[config.mk]
export PLATFORM = sky130hd
export DESIGN_NAME = keyed_xor_base64_encoder
export DESIGN_NICKNAME = d
export VERILOG_FILES = /design/src/rtl/core/kxb_pkg.sv /design/src/rtl/core/kxb_front.sv /design/src/rtl/core/kxb_queue.sv /design/src/rtl/core/kxb_back.sv /design/src/rtl/core/keyed_xor_base64_encoder.sv
export SDC_FILE = /design/constraint.sdc
export NUM_CORES = 1
export LEC_CHECK = 0
export ABC_AREA = 0
export BUFFER_PORTS_ARGS = -buffer_cell sky130_fd_sc_hd__clkbuf_2
export CORE_MARGIN = 2
export CORE_UTILIZATION = 45
export CTS_CLUSTER_SIZE = 25
export DETAILED_ROUTE_END_ITERATION = 7
export GPL_ROUTABILITY_DRIVEN = 0
export GPL_TIMING_DRIVEN = 0
export PLACE_DENSITY_LB_ADDON = 0.1
export SLEW_MARGIN = 20
export SYNTH_ARGS = -nofsm -noshare
export SYNTH_HDL_FRONTEND = slang
export SYNTH_HIERARCHICAL = 1
export SYNTH_SLANG_ARGS = --single-unit
export TNS_END_PERCENT = 50
[constraint.sdc]
create_clock -name clk -period 5.1 [get_ports clk]
set_clock_uncertainty 0.1 [all_clocks]
set_input_delay 0.255 -clock clk [delete_from_list [all_inputs] [get_ports clk]]
set_output_delay 0.255 -clock clk [all_outputs]
set_load 0.02 [all_outputs]
[src/rtl/core/kxb_pkg.sv]
// shared types, constants and the base64 alphabet for the keyed xor base64 encoder
package kxb_pkg;

    localparam int MAX_KEY_BYTES = 8;
    localparam int KEY_IDX_W     = (MAX_KEY_BYTES > 1) ? $clog2(MAX_KEY_BYTES) : 1;
    localparam int KEY_LEN_W     = 4;
    localparam int KEY_W         = 64;
    localparam int CHAR_W        = 7;
    localparam int MAX_CHARS     = 4;
    localparam int QUEUE_DEPTH   = 4;
    localparam int QPTR_W        = $clog2(QUEUE_DEPTH);
    localparam int QCNT_W        = $clog2(QUEUE_DEPTH + 1);

    localparam logic [CHAR_W-1:0] PAD_CHAR = 7'h3d;

    typedef enum logic [0:0] {
        CFG_KEY_BYTES  = 1'b0,
        CFG_KEY_LENGTH = 1'b1
    } cfg_idx_t;

    typedef logic [CHAR_W-1:0] char_t;

    typedef struct packed {
        logic                      last;
        logic [1:0]                cnt_m1;
        logic [MAX_CHARS-1:0][CHAR_W-1:0] chars;
    } entry_t;

    function automatic char_t b64_char(input logic [5:0] v);
        char_t c;
        c = 7'({1'b0, v});
        if (v < 6'd26)
        begin
            b64_char = c + 7'd65;
        end
        else if (v < 6'd52)
        begin
            b64_char = c + 7'd71;
        end
        else if (v < 6'd62)
        begin
            b64_char = c - 7'd4;
        end
        else if (v == 6'd62)
        begin
            b64_char = 7'h2b;
        end
        else
        begin
            b64_char = 7'h2f;
        end
    endfunction

endpackage

[src/rtl/core/kxb_front.sv]
// front end: config registers, key and position xor, group tracking, char group build
module kxb_front
    import kxb_pkg::*;
(
    input  logic              clk,
    input  logic              rst_n,
    input  logic              cfg_valid,
    input  logic [0:0]        cfg_index,
    input  logic [KEY_W-1:0]  cfg_data,
    input  logic              accept,
    input  logic [7:0]        data_byte,
    input  logic              in_last,
    output entry_t            entry
);

    logic [KEY_W-1:0]     key_reg;
    logic [KEY_LEN_W-1:0] klen_reg;
    logic [7:0]           pos_reg;
    logic [7:0]           pos_next;
    logic [KEY_IDX_W-1:0] kidx_reg;
    logic [KEY_IDX_W-1:0] kidx_next;
    logic [1:0]           phase_reg;
    logic [1:0]           phase_next;
    logic [3:0]           left_reg;
    logic [3:0]           left_next;

    logic [KEY_LEN_W-1:0] len;
    logic [KEY_LEN_W-1:0] kidx_inc;
    logic [7:0]           kb;
    logic [7:0]           b;

    always_ff @(posedge clk or negedge rst_n)
    begin
        if (!rst_n)
        begin
            key_reg  <= '0;
            klen_reg <= KEY_LEN_W'(1);
        end
        else if (cfg_valid)
        begin
            unique case (cfg_idx_t'(cfg_index))
                CFG_KEY_BYTES:  key_reg  <= cfg_data;
                CFG_KEY_LENGTH: klen_reg <= cfg_data[KEY_LEN_W-1:0];
                default:        key_reg  <= key_reg;
            endcase
        end
    end

    always_comb
    begin
        if (klen_reg == '0)
        begin
            len = KEY_LEN_W'(1);
        end
        else if (klen_reg > KEY_LEN_W'(MAX_KEY_BYTES))
        begin
            len = KEY_LEN_W'(MAX_KEY_BYTES);
        end
        else
        begin
            len = klen_reg;
        end
        kidx_inc = KEY_LEN_W'(kidx_reg) + KEY_LEN_W'(1);
        kb       = key_reg[{kidx_reg, 3'b000} +: 8];
        b        = data_byte ^ kb ^ pos_reg;
    end

    always_comb
    begin
        entry.last   = 1'b0;
        entry.cnt_m1 = 2'd0;
        entry.chars  = {MAX_CHARS{PAD_CHAR}};
        phase_next   = phase_reg;
        left_next    = left_reg;
        unique case (phase_reg)
            2'd1:
            begin
                entry.chars[0] = b64_char({left_reg[1:0], b[7:4]});
                left_next      = b[3:0];
                phase_next     = 2'd2;
                if (in_last)
                begin
                    entry.chars[1] = b64_char({b[3:0], 2'b00});
                    entry.cnt_m1   = 2'd2;
                    entry.last     = 1'b1;
                end
            end
            2'd2:
            begin
                entry.chars[0] = b64_char({left_reg, b[7:6]});
                entry.chars[1] = b64_char(b[5:0]);
                entry.cnt_m1   = 2'd1;
                entry.last     = in_last;
                left_next      = 4'd0;
                phase_next     = 2'd0;
            end
            default:
            begin
                entry.chars[0] = b64_char(b[7:2]);
                left_next      = {2'b00, b[1:0]};
                phase_next     = 2'd1;
                if (in_last)
                begin
                    entry.chars[1] = b64_char({b[1:0], 4'b0000});
                    entry.cnt_m1   = 2'd3;
                    entry.last     = 1'b1;
                end
            end
        endcase
        pos_next  = pos_reg + 8'd1;
        kidx_next = (kidx_inc >= len) ? '0 : kidx_inc[KEY_IDX_W-1:0];
        if (in_last)
        begin
            pos_next   = 8'd0;
            kidx_next  = '0;
            phase_next = 2'd0;
            left_next  = 4'd0;
        end
    end

    always_ff @(posedge clk or negedge rst_n)
    begin
        if (!rst_n)
        begin
            pos_reg   <= '0;
            kidx_reg  <= '0;
            phase_reg <= '0;
            left_reg  <= '0;
        end
        else if (accept)
        begin
            pos_reg   <= pos_next;
            kidx_reg  <= kidx_next;
            phase_reg <= phase_next;
            left_reg  <= left_next;
        end
    end

    a_phase_range: assert property (@(posedge clk) disable iff (!rst_n)
        phase_reg != 2'd3)
        else $error("group phase left its range");

    a_last_clears: assert property (@(posedge clk) disable iff (!rst_n)
        accept && in_last |=> pos_reg == 8'd0 && kidx_reg == '0 && phase_reg == 2'd0)
        else $error("message end did not clear the state");

    a_kidx_wraps: assert property (@(posedge clk) disable iff (!rst_n)
        accept && !in_last && (kidx_inc >= len) |=> kidx_reg == '0)
        else $error("key index did not wrap");

endmodule

[src/rtl/core/kxb_queue.sv]
// small flop queue of char groups between front and back
module kxb_queue
    import kxb_pkg::*;
(
    input  logic   clk,
    input  logic   rst_n,
    input  logic   push,
    input  entry_t push_data,
    output logic   full,
    input  logic   pop,
    output logic   nempty,
    output entry_t pop_data
);

    entry_t              mem_reg [QUEUE_DEPTH];
    logic [QPTR_W-1:0]   wptr_reg;
    logic [QPTR_W-1:0]   wptr_next;
    logic [QPTR_W-1:0]   rptr_reg;
    logic [QPTR_W-1:0]   rptr_next;
    logic [QCNT_W-1:0]   cnt_reg;
    logic [QCNT_W-1:0]   cnt_next;

    assign full     = (cnt_reg == QCNT_W'(QUEUE_DEPTH));
    assign nempty   = (cnt_reg != '0);
    assign pop_data = mem_reg[rptr_reg];

    always_comb
    begin
        wptr_next = wptr_reg;
        rptr_next = rptr_reg;
        cnt_next  = cnt_reg;
        if (push)
        begin
            wptr_next = (wptr_reg == QPTR_W'(QUEUE_DEPTH - 1)) ? '0 : wptr_reg + QPTR_W'(1);
        end
        if (pop)
        begin
            rptr_next = (rptr_reg == QPTR_W'(QUEUE_DEPTH - 1)) ? '0 : rptr_reg + QPTR_W'(1);
        end
        if (push && !pop)
        begin
            cnt_next = cnt_reg + QCNT_W'(1);
        end
        else if (pop && !push)
        begin
            cnt_next = cnt_reg - QCNT_W'(1);
        end
    end

    always_ff @(posedge clk or negedge rst_n)
    begin
        if (!rst_n)
        begin
            wptr_reg <= '0;
            rptr_reg <= '0;
            cnt_reg  <= '0;
        end
        else
        begin
            wptr_reg <= wptr_next;
            rptr_reg <= rptr_next;
            cnt_reg  <= cnt_next;
        end
    end

    always_ff @(posedge clk)
    begin
        if (push)
        begin
            mem_reg[wptr_reg] <= push_data;
        end
    end

    a_no_overflow: assert property (@(posedge clk) disable iff (!rst_n)
        push |-> !full || pop)
        else $error("push into full queue");

    a_no_underflow: assert property (@(posedge clk) disable iff (!rst_n)
        pop |-> nempty)
        else $error("pop from empty queue");

    a_cnt_bound: assert property (@(posedge clk) disable iff (!rst_n)
        cnt_reg <= QCNT_W'(QUEUE_DEPTH))
        else $error("queue count out of range");

endmodule

[src/rtl/core/kxb_back.sv]
// back end: serializes each char group into one output beat per char
module kxb_back
    import kxb_pkg::*;
(
    input  logic   clk,
    input  logic   rst_n,
    input  logic   q_nempty,
    input  entry_t q_data,
    output logic   q_pop,
    output logic   out_valid,
    input  logic   out_ready,
    output char_t  out_char,
    output logic   out_last
);

    entry_t     cur_reg;
    logic       cur_valid_reg;
    logic       cur_valid_next;
    logic [1:0] idx_reg;
    logic [1:0] idx_next;
    logic       ov_reg;
    logic       ov_next;
    char_t      oc_reg;
    logic       ol_reg;

    logic       adv;
    logic       emit;
    logic       done;

    always_comb
    begin
        adv            = !ov_reg || out_ready;
        emit           = adv && cur_valid_reg;
        done           = emit && (idx_reg == cur_reg.cnt_m1);
        q_pop          = q_nempty && (!cur_valid_reg || done);
        cur_valid_next = q_pop ? 1'b1 : (done ? 1'b0 : cur_valid_reg);
        idx_next       = q_pop ? 2'd0 : (emit ? idx_reg + 2'd1 : idx_reg);
        ov_next        = emit ? 1'b1 : (out_ready ? 1'b0 : ov_reg);
    end

    always_ff @(posedge clk or negedge rst_n)
    begin
        if (!rst_n)
        begin
            cur_valid_reg <= 1'b0;
            idx_reg       <= '0;
            ov_reg        <= 1'b0;
        end
        else
        begin
            cur_valid_reg <= cur_valid_next;
            idx_reg       <= idx_next;
            ov_reg        <= ov_next;
        end
    end

    always_ff @(posedge clk)
    begin
        if (q_pop)
        begin
            cur_reg <= q_data;
        end
        if (emit)
        begin
            oc_reg <= cur_reg.chars[idx_reg];
            ol_reg <= done && cur_reg.last;
        end
    end

    assign out_valid = ov_reg;
    assign out_char  = oc_reg;
    assign out_last  = ol_reg;

    a_idx_bound: assert property (@(posedge clk) disable iff (!rst_n)
        cur_valid_reg |-> idx_reg <= cur_reg.cnt_m1)
        else $error("char index past group end");

    a_pop_when_free: assert property (@(posedge clk) disable iff (!rst_n)
        q_pop |-> !cur_valid_reg || done)
        else $error("group loaded over a busy one");

    a_done_retires: assert property (@(posedge clk) disable iff (!rst_n)
        done && !q_pop |=> !cur_valid_reg)
        else $error("finished group not retired");

endmodule

[src/rtl/core/keyed_xor_base64_encoder.sv]
// top level of the keyed xor base64 encoder
//
//   channel  signals                                   dir   beat
//   cfg      cfg_valid cfg_ready cfg_index cfg_data   in    one register write
//   in       in_valid in_ready data_byte in_last      in    one message byte
//   out      out_valid out_ready out_char out_last    out   one ascii char
//
// the front takes a byte in every cycle while the four-entry group queue has room
// the back emits one char per cycle while out is not stalled: one or two per byte, up to four on a last byte
// sustained rate is set by the output serializer, four chars per three bytes
// reset clears position, key index, group state, queue and output valid
// a stall on out backs up through the queue and then drops in_ready
module keyed_xor_base64_encoder
    import kxb_pkg::*;
(
    input  logic              clk,
    input  logic              rst_n,
    input  logic              cfg_valid,
    output logic              cfg_ready,
    input  logic [0:0]        cfg_index,
    input  logic [KEY_W-1:0]  cfg_data,
    input  logic              in_valid,
    output logic              in_ready,
    input  logic [7:0]        data_byte,
    input  logic              in_last,
    output logic              out_valid,
    input  logic              out_ready,
    output logic [CHAR_W-1:0] out_char,
    output logic              out_last
);

    entry_t entry;
    entry_t q_data;
    logic   q_full;
    logic   q_nempty;
    logic   q_pop;
    logic   accept;

    assign cfg_ready = 1'b1;
    assign in_ready  = !q_full;
    assign accept    = in_valid && !q_full;

    kxb_front u_front (
        .clk       (clk),
        .rst_n     (rst_n),
        .cfg_valid (cfg_valid),
        .cfg_index (cfg_index),
        .cfg_data  (cfg_data),
        .accept    (accept),
        .data_byte (data_byte),
        .in_last   (in_last),
        .entry     (entry)
    );

    kxb_queue u_queue (
        .clk       (clk),
        .rst_n     (rst_n),
        .push      (accept),
        .push_data (entry),
        .full      (q_full),
        .pop       (q_pop),
        .nempty    (q_nempty),
        .pop_data  (q_data)
    );

    kxb_back u_back (
        .clk       (clk),
        .rst_n     (rst_n),
        .q_nempty  (q_nempty),
        .q_data    (q_data),
        .q_pop     (q_pop),
        .out_valid (out_valid),
        .out_ready (out_ready),
        .out_char  (out_char),
        .out_last  (out_last)
    );

endmodule

== Word-level counts from Yosys, hierarchy flattened ==
Memory sizes are Yosys's and may differ from the RTL's. A register that Yosys moved wholly into a read port is not among the register bits.
Cells that the tools add are included.
W data, S select, Z words.
Storage, ports and cells
  register bits after elaboration: 118
  RAM bits: 68
  bits of input ports: 79
  logic and storage cells: 150
  memories kept: 1
Cells by class
  add/sub/neg operators: 25
  magnitude comparators: 21
  equality and inequality tests: 10
  shifts and indexed selects: 1
  multiplexer cells: 51
  bitwise gates (word level): 3
  reduce and logical (&&, ||, !) cells: 22
Memory list
  u_queue.mem_reg: words 4, bits a word 17, rd ports 1, clocked after memory_dff 1, wr ports 1, RTL line kxb_queue.sv:15  | entry_t mem_reg [QUEUE_DEPTH];
Operators with widths (number)
  $mux W7: 21
  $add A6 B7 Y7 const B: 12
  $lt A6 B6 Y1 const B: 12
  $shiftx A64 B7 Y8: 1
  $sub A6 B3 Y7 const B: 6
  $lt A6 B5 Y1 const B: 6
  $mux W3: 10
  $pmux W14 S2: 1
  $eq A6 B6 Y1 const B: 4
  $xor A8 B8 Y8: 2
  $bmux W7 S2: 1
  $mux W4: 3
  $mux W2: 5
  $add A8 B1 Y8 const B: 1
  $mux W8: 1
  $pmux W4 S2: 1
  $reduce_bool A2 Y1: 4
  $logic_and A1 B1 Y1: 7
  $add A2 B1 Y2 const B: 3
  $eq A2 B2 Y1 const B: 3
  $mux W1: 6
  $pmux W3 S2: 1
  $logic_not A1 Y1: 5
  $add A3 B1 Y4 const B: 1
  other kinds (14): 16

== Depth between registers and ports, before layout ==
Gate-level depths: netlist (run 1).
  depth in word-level cells: 9
  gate-level depth with buffers: 19

== By module ==
Netlist (run 1), hierarchy kept.
By module, submodules not included
  kxb_front: times used 1, cells an instance 659, area an instance 6364.9 um^2, sequential area each 2128.3 um^2
  kxb_queue: times used 1, cells an instance 199, area an instance 4933.5 um^2, sequential area each 3898.7 um^2
  kxb_back: times used 1, cells an instance 72, area an instance 1602.8 um^2, sequential area each 1271.2 um^2
  keyed_xor_base64_encoder: times used 1, cells an instance 4, area an instance 21.3 um^2, sequential area each 0.0 um^2

== Least setup slack after synthesis (run 1) ==
No wires, ideal clock.
  path type: reg2reg
  start point: reg u_front.kidx_reg[1]
  end point: mem u_queue/mem_reg[0][3] (netlist name), data pin
  arrival: 3.431 ns
  setup slack: 1.297 ns
  cell stages (with the launch flop): 18
  buffers on the path: 5
  path through: dfrtp_1 buf_6 buf_4 buf_6 mux2_2 o22ai_1 nor3_1 nor2_2 clkbuf_1 ha_1 nand2_1 or4_1 nand3_1 buf_2 nand2_1 o21ai_0 a21oi_1 a221o_1
RTL lines
  start: declaration: RTL line kxb_front.sv:20  | logic [KEY_IDX_W-1:0] kidx_reg;
  start signal: assignment: RTL line kxb_front.sv:133  | kidx_reg <= kidx_next;
  end: declaration: RTL line kxb_queue.sv:15

==> impl_metrics.toml, run 1 <==
[power_and_ir_drop]
power.leakage_uw = 0.00600
comb_power_share = 0.448
seqPwrFrac = 0.334
p_per_area_nw_per_um2 = 626
power.switching_uw = 3680
power.share.switching = 0.373
clkPwrFrac = 0.218
peakVddDrop_mv = 0.266
internal_power_uw = 6180

[setup_path]
r2r_end = "u_queue/mem_reg[2][4]"
worstRegToRegCells = 15
timing.rr.start = "u_front/kidx_reg[1]"
setup.worst_path.start = "u_front/kidx_reg[1]"
cp-end-kind = "flip-flop"
r2r_slack_ns = 0.27
critical_path_required_ns = 5.27
critPathLaunchType = "flip-flop"
criticalPathCategory = "flip-flop to flip-flop"
cp_cell_sequence = "buf_6 -> buf_4 -> buf_6 -> mux2_2 -> o22ai_1 -> nor3_1 -> nor2_2 -> clkbuf_2 -> ha_1 -> clkbuf_1 -> nand2_1 -> a21oi_2 -> a211oi_1 -> or3_1 -> a32oi_1"
cpPeakStageDelay_ns = 0.52
cp_common_cell = "buf_6"
cp_slowest_cell = "a32oi_1"
crit_fanout = 11
crit_arrival_ns = 4.99

[global_routing]
grt_pass1_vias = 8627
overflow = 0
grt_max_degree = 88
antenna_found_initial = 1
grt_pass1_wl_mm = 47.8
grt_usage = 0.202

[clocking]
cts-root-buf = "clkbuf_16"
clkTransAtPathRegs_ns = 0.06
cts_buffers = 28
cts_setup_buffers = 0
cts_max_level = 1
clock_latency_ns = 0.55
cts_tree = "built"
cts_sinks = 259
cts_max_path_buffers = 3

[logic_synthesis]
ys_warn_count = 6
synth.avg_cell_area_um2 = 13.8
synth_edf_count = 163
seq_area_frac_synth = 0.565
syn-instance-count = 934
yosys.cell_types.count = 88
yosys_most_used_dff = "edfxtp_1"
syn_area_um2 = 12900
async_flop_share = 0.371
synth-seq-cells = 259

[cells_and_area]
n_antenna_cell = 0
layout.nets = 1253
stdcell_count = 1544
utilization = 0.553
area_growth_syn_to_layout_pct = 21.8
largest_reg_flops = 124
drive_gt1_frac = 0.279

[timing]
maxSlewViolCount = 0
rsz0062_at_grt = "false"
fin_crit_sh = 0.946
timing.hold.ws_ns = 0.0428
tightestPinTransition_ns = 0.827
fmax_ghz = 0.207
final-setup-viol-count = 0
relSlewSlack = 0.446
fin_crit_ns = 4.83
hold_viol = 0

[floorplan]
die_h_um = 173
core_area_um2 = 28500
ios = 90
die_area_um2 = 30100
rows = 62
chipWidth_um = 173
initial_core_util = 0.454

[routing]
wl_per_cell_um = 19.6
wirelength_mm = 30.2
dr.pass1.iters = 5
ant_nets = 0
drc_errors = 0
drt_iter0_drc = 602
avgViaCountPerCell = 5.50
via_count = 8486

[hold_path]
hold_end = "u_front/klen_reg[0]"
hold_class = "input port to flip-flop"
min_from = "cfg_valid"
hold_depth = 3

[status]
status = "completed"

[job]
max-cap-violations = 0

[place]
post-dp-hpwl_mm = 20.8
port-buffer-count = 88
dp_cells = 1424
[cells in the mapped netlist (4+ instances only)]
cell	number	area share
nand3_1	18	0.0070
buf_6	5	0.0044
o21ai_0	32	0.012
nor2_1	38	0.011
and3_1	7	0.0034
a31o_2	4	0.0027
buf_4	21	0.012
mux2_2	80	0.070
nand2_1	42	0.012
o211ai_1	4	0.0023
inv_2	4	0.0012
o31ai_1	8	0.0046
o22ai_1	15	0.0073
o221ai_1	5	0.0034
mux2i_1	23	0.018
a21o_1	5	0.0029
ha_1	35	0.034
mux4_2	33	0.058
a31oi_1	5	0.0024
a22oi_1	8	0.0046
xor2_1	15	0.010
nand2b_1	6	0.0029
nand4_1	6	0.0029
a211o_1	4	0.0027
inv_1	33	0.0096
and2_1	6	0.0029
buf_12	4	0.0062
nor3_1	17	0.0066
mux4_1	10	0.020
a221oi_1	4	0.0027
a211oi_1	6	0.0035
clkbuf_1	22	0.0064
dfrtp_1	95	0.18
buf_2	10	0.0039
a21oi_1	38	0.015
edfxtp_1	163	0.38
nor2b_1	12	0.0058
xnor2_1	14	0.0095
[stage by stage]
step | power, uW | area [um2] | TNS, ns | worst slack (ns)
2_1_floorplan | 6410 | 13000 | 0 | 1.30
3_5_place_dp | 7660 | 14000 | -0.373 | -0.0934
4_1_cts | 9880 | 15700 | 0 | 0.0621
5_1_grt | 10500 | 15700 | 0 | 0.0100
6_report | 9860 | 15700 | 0 | 0.275
3_3_place_gp | 7560 | 13900 | -0.0949 | -0.0237
[kinds of logic after synthesis]
family                   after synthesis  share of synthesized area
flip-flops                           259                      0.565
AO/OA/AOI/OAI                        177                     0.0946
AND/OR/NAND/NOR                      176                     0.0688
multiplexers                         148                      0.168
buffers and inverters                105                     0.0457
adder cells (fa/ha/maj)               36                     0.0354
XOR/XNOR                              30                     0.0218
other                                  3                   0.000871
[how the worst max path moves through the flow]
stage                     cells after the start                      to  slack (ns)
after global routing                         15   u_queue/mem_reg[2][4]        0.01
after global placement                       15   u_queue/mem_reg[3][4]       -0.02
after floorplan                              17   u_queue/mem_reg[0][3]        1.30
after CTS                                    16  u_queue/mem_reg[0][10]        0.06
final                                        15   u_queue/mem_reg[2][4]        0.27
after detailed placement                     15   u_queue/mem_reg[1][4]       -0.09
[worst max-delay path, delay by kind of cell (launching register included)]
family,cells,cell delay (ns)
AO/OA/AOI/OAI,4,1.17
adder cells (fa/ha/maj),1,0.19
buffers and inverters,5,1.33
flip-flops,1,0.36
multiplexers,1,0.38
AND/OR/NAND/NOR,4,1.00
[timing repair]
action,4_1_cts,5_1_grt
hold buffers,68,0
resized for setup,1,6
endpoints found under the setup margin,4,31
endpoints found under the hold margin,168,0
pin swaps,0,0
[routing by layer]
metal	track usage	routed length, um
met1	0.270	13200
met2	0.346	14700
met3	0.0294	1530
met4	0.0551	768
met5	0	0
[placed cells by master (no fill, tap or decap), types with 18 or more instances in the layout]
master         count
a21oi_1           37
buf_4             21
clkbuf_1          29
clkbuf_16         28
clkbuf_2          89
dfrtp_1           95
dlygate4sd3_1     68
edfxtp_1         163
ha_1              35
inv_1             33
mux2_2            80
mux2i_1           23
mux4_2            33
nand2_1           42
nand3_1           18
nor2_1            38
o21ai_0           32
[cell type report]
class                   count  area, um2
fillers                  2346      12700
flip-flops and latches    259       7300
repair buffers            162       1270
well taps                 384        480
inverters                  40        153
clock buffers              40        776
plain buffers              65        440
multi-input cells         582       5100
clock inverters            12        221
[power groups by stage]
| stage | sequential, uW | combinational (uW) | clock [uW] |
|---|---|---|---|
| 2_1_floorplan | 3300 | 3110 | 0 |
| 3_3_place_gp | 3340 | 4230 | 0 |
| 3_5_place_dp | 3340 | 4320 | 0 |
| 4_1_cts | 3300 | 4380 | 2200 |
| 5_1_grt | 3350 | 4820 | 2290 |
| 6_report | 3290 | 4420 | 2150 |
Note: power is estimated with default switching activity, not from simulation.
==> run 2: changes to the inputs <==
==> constraint.sdc (replaced) <==
create_clock -name clk -period 5.1 [get_ports clk]
set_clock_uncertainty 0.1 [all_clocks]
set_input_delay 0 -clock clk [delete_from_list [all_inputs] [get_ports clk]]
set_output_delay 0 -clock clk [all_outputs]
set_load 0.02 [all_outputs]
==> run 2 against run 1 <==
Against the previous run:
- wire length decreased by 0.11%
- largest power group unchanged
- fmax decreased by 0.32%
- critical path type unchanged
- die area unchanged
- via count increased by 0.32%
- critical endpoint unchanged
==> impl_metrics.toml, run 2 (synthesis gave the netlist of run 1 again) <==
[setup_path]
cp_cell_sequence = "buf_6 -> buf_4 -> buf_6 -> mux2i_1 -> a22oi_1 -> a21oi_1 -> nor2_2 -> clkbuf_2 -> ha_1 -> clkbuf_1 -> nand2_1 -> a21oi_2 -> a211oi_1 -> or3_1 -> a32oi_1"
critPathLaunchType = "flip-flop"
crit_arrival_ns = 5.00
cpPeakStageDelay_ns = 0.55
cp_common_cell = "buf_6"
worstRegToRegCells = 15
criticalPathCategory = "flip-flop to flip-flop"
cp_slowest_cell = "a32oi_1"
r2r_slack_ns = 0.26
critical_path_required_ns = 5.26
cp-end-kind = "flip-flop"
crit_fanout = 11

[floorplan]
chipWidth_um = 173
die_area_um2 = 30100
rows = 62
ios = 90
core_area_um2 = 28500
initial_core_util = 0.454
die_h_um = 173

[global_routing]
grt_usage = 0.202
overflow = 0
grt_max_degree = 88
grt_pass1_vias = 8658
grt_pass1_wl_mm = 47.9
antenna_found_initial = 1

[clocking]
cts_tree = "built"
cts_buffers = 28
cts_max_path_buffers = 3
clock_latency_ns = 0.55
cts-root-buf = "clkbuf_16"
cts_sinks = 259
clkTransAtPathRegs_ns = 0.06
cts_max_level = 1

[place]
post-dp-hpwl_mm = 20.8
port-buffer-count = 88
place_area_um2 = 14000
post-place-ws_ns = -0.0934

[timing]
fmax_ghz = 0.207
layout_setup_ws_ns = 0.259
rsz0062_at_grt = "false"
maxSlewViolCount = 0
final-setup-viol-count = 0
hold_viol = 0
fin_crit_sh = 0.949
tightestPinTransition_ns = 0.827
relSlewSlack = 0.446
fin_crit_ns = 4.84
timing.hold.ws_ns = 0.0760

[cells_and_area]
fillers = 2341
multi_input_area_um2 = 5100
final_area_um2 = 15800
n_antenna_cell = 0
utilization = 0.555
layout.nets = 1259
final_common_cell = "edfxtp_1"
final_cell_mix = "edfxtp_1 (163), dfrtp_1 (95), clkbuf_2 (89)"
largest_reg_flops = 124
regArea_um2 = 7300
area_growth_syn_to_layout_pct = 22.3
drive_gt1_frac = 0.278

[hold_path]
hold_depth = 5
hold_class = "input port to flip-flop"

[routing]
drt_iter0_drc = 591
wirelength_mm = 30.2
via_count = 8513
avgViaCountPerCell = 5.49
dr.pass1.iters = 7
drc_errors = 0
wl_per_cell_um = 19.5
ant_nets = 0

[power_and_ir_drop]
power.leakage_uw = 0.00603
p_per_area_nw_per_um2 = 624
peakVddDrop_mv = 0.267
p_total_uw = 9870

[status]
status = "completed"

[job]
max-cap-violations = 0
run 2: cell count changes in the layout (fill, tap and decap cells not counted), sizes merged:
| cell | change |
|---|---|
| dlygate4sd3 | +6 |
run 2: routing by layer:
layer	wire length, um	GRT usage
met5	0	0
met4	736	0.0551
met3	1520	0.0294
met2	14700	0.346
met1	13200	0.271
run 2: power breakdown:
part / leakage (uW) / switching, uW / internal (uW) / total (uW)
combinational: 0.00291 / 2630 / 1790 / 4420
sequential: 0.00265 / 214 / 3080 / 3290
clock: 0.000474 / 832 / 1320 / 2150
total: 0.00603 / 3680 / 6190 / 9870
run 2: worst paths after layout:
path / from / end
worst max-delay path: u_front/kidx_reg[1] / u_queue/mem_reg[2][4]
worst min-delay path: data_byte[3] / u_front/left_reg[3]
worst max register to register: u_front/kidx_reg[1] / u_queue/mem_reg[2][4]
worst min register to register: u_queue/cnt_reg[2] / u_queue/cnt_reg[2]
max in group asynchronous: rst_n / u_queue/rptr_reg[1]
min in group asynchronous: rst_n / u_queue/wptr_reg[0]
run 2: area by class of cell:
class	count	share of cell area
flip-flops and latches	259	0.462
multi-input cells	582	0.323
inverters	40	0.00966
plain buffers	65	0.0279
clock buffers	40	0.0491
clock inverters	12	0.0140
repair buffers	168	0.0843
well taps	384	0.0304
run 2: what timing repair did:
| item | 4_1_cts | 5_1_grt |
|---|---|---|
| hold endpoints to repair | 181 | 0 |
| pin swaps | 0 | 0 |
| buffers inserted | 0 | 0 |
| gates resized for setup | 1 | 6 |
| hold buffers | 74 | 0 |
| endpoints found under the setup margin | 4 | 31 |
| gates cloned | 0 | 0 |
run 2: worst max-delay path, delay by kind of cell (launching register included):
family	cells	cell delay, ns
and+or+nand+nor	3	0.92
buffers and inverters	5	1.31
DFF	1	0.36
adders and majority gates	1	0.19
AOI/OAI and AO/OA	5	1.54
muxes	1	0.11
run 2: per-stage QoR:
step | TNS, ns | instances
after global placement | -0.0949 | 1418
final | 0 | 1550
after CTS | 0 | 1550
after detailed placement | -0.373 | 1424
after floorplan | 0 | 946
after global routing | 0 | 1550
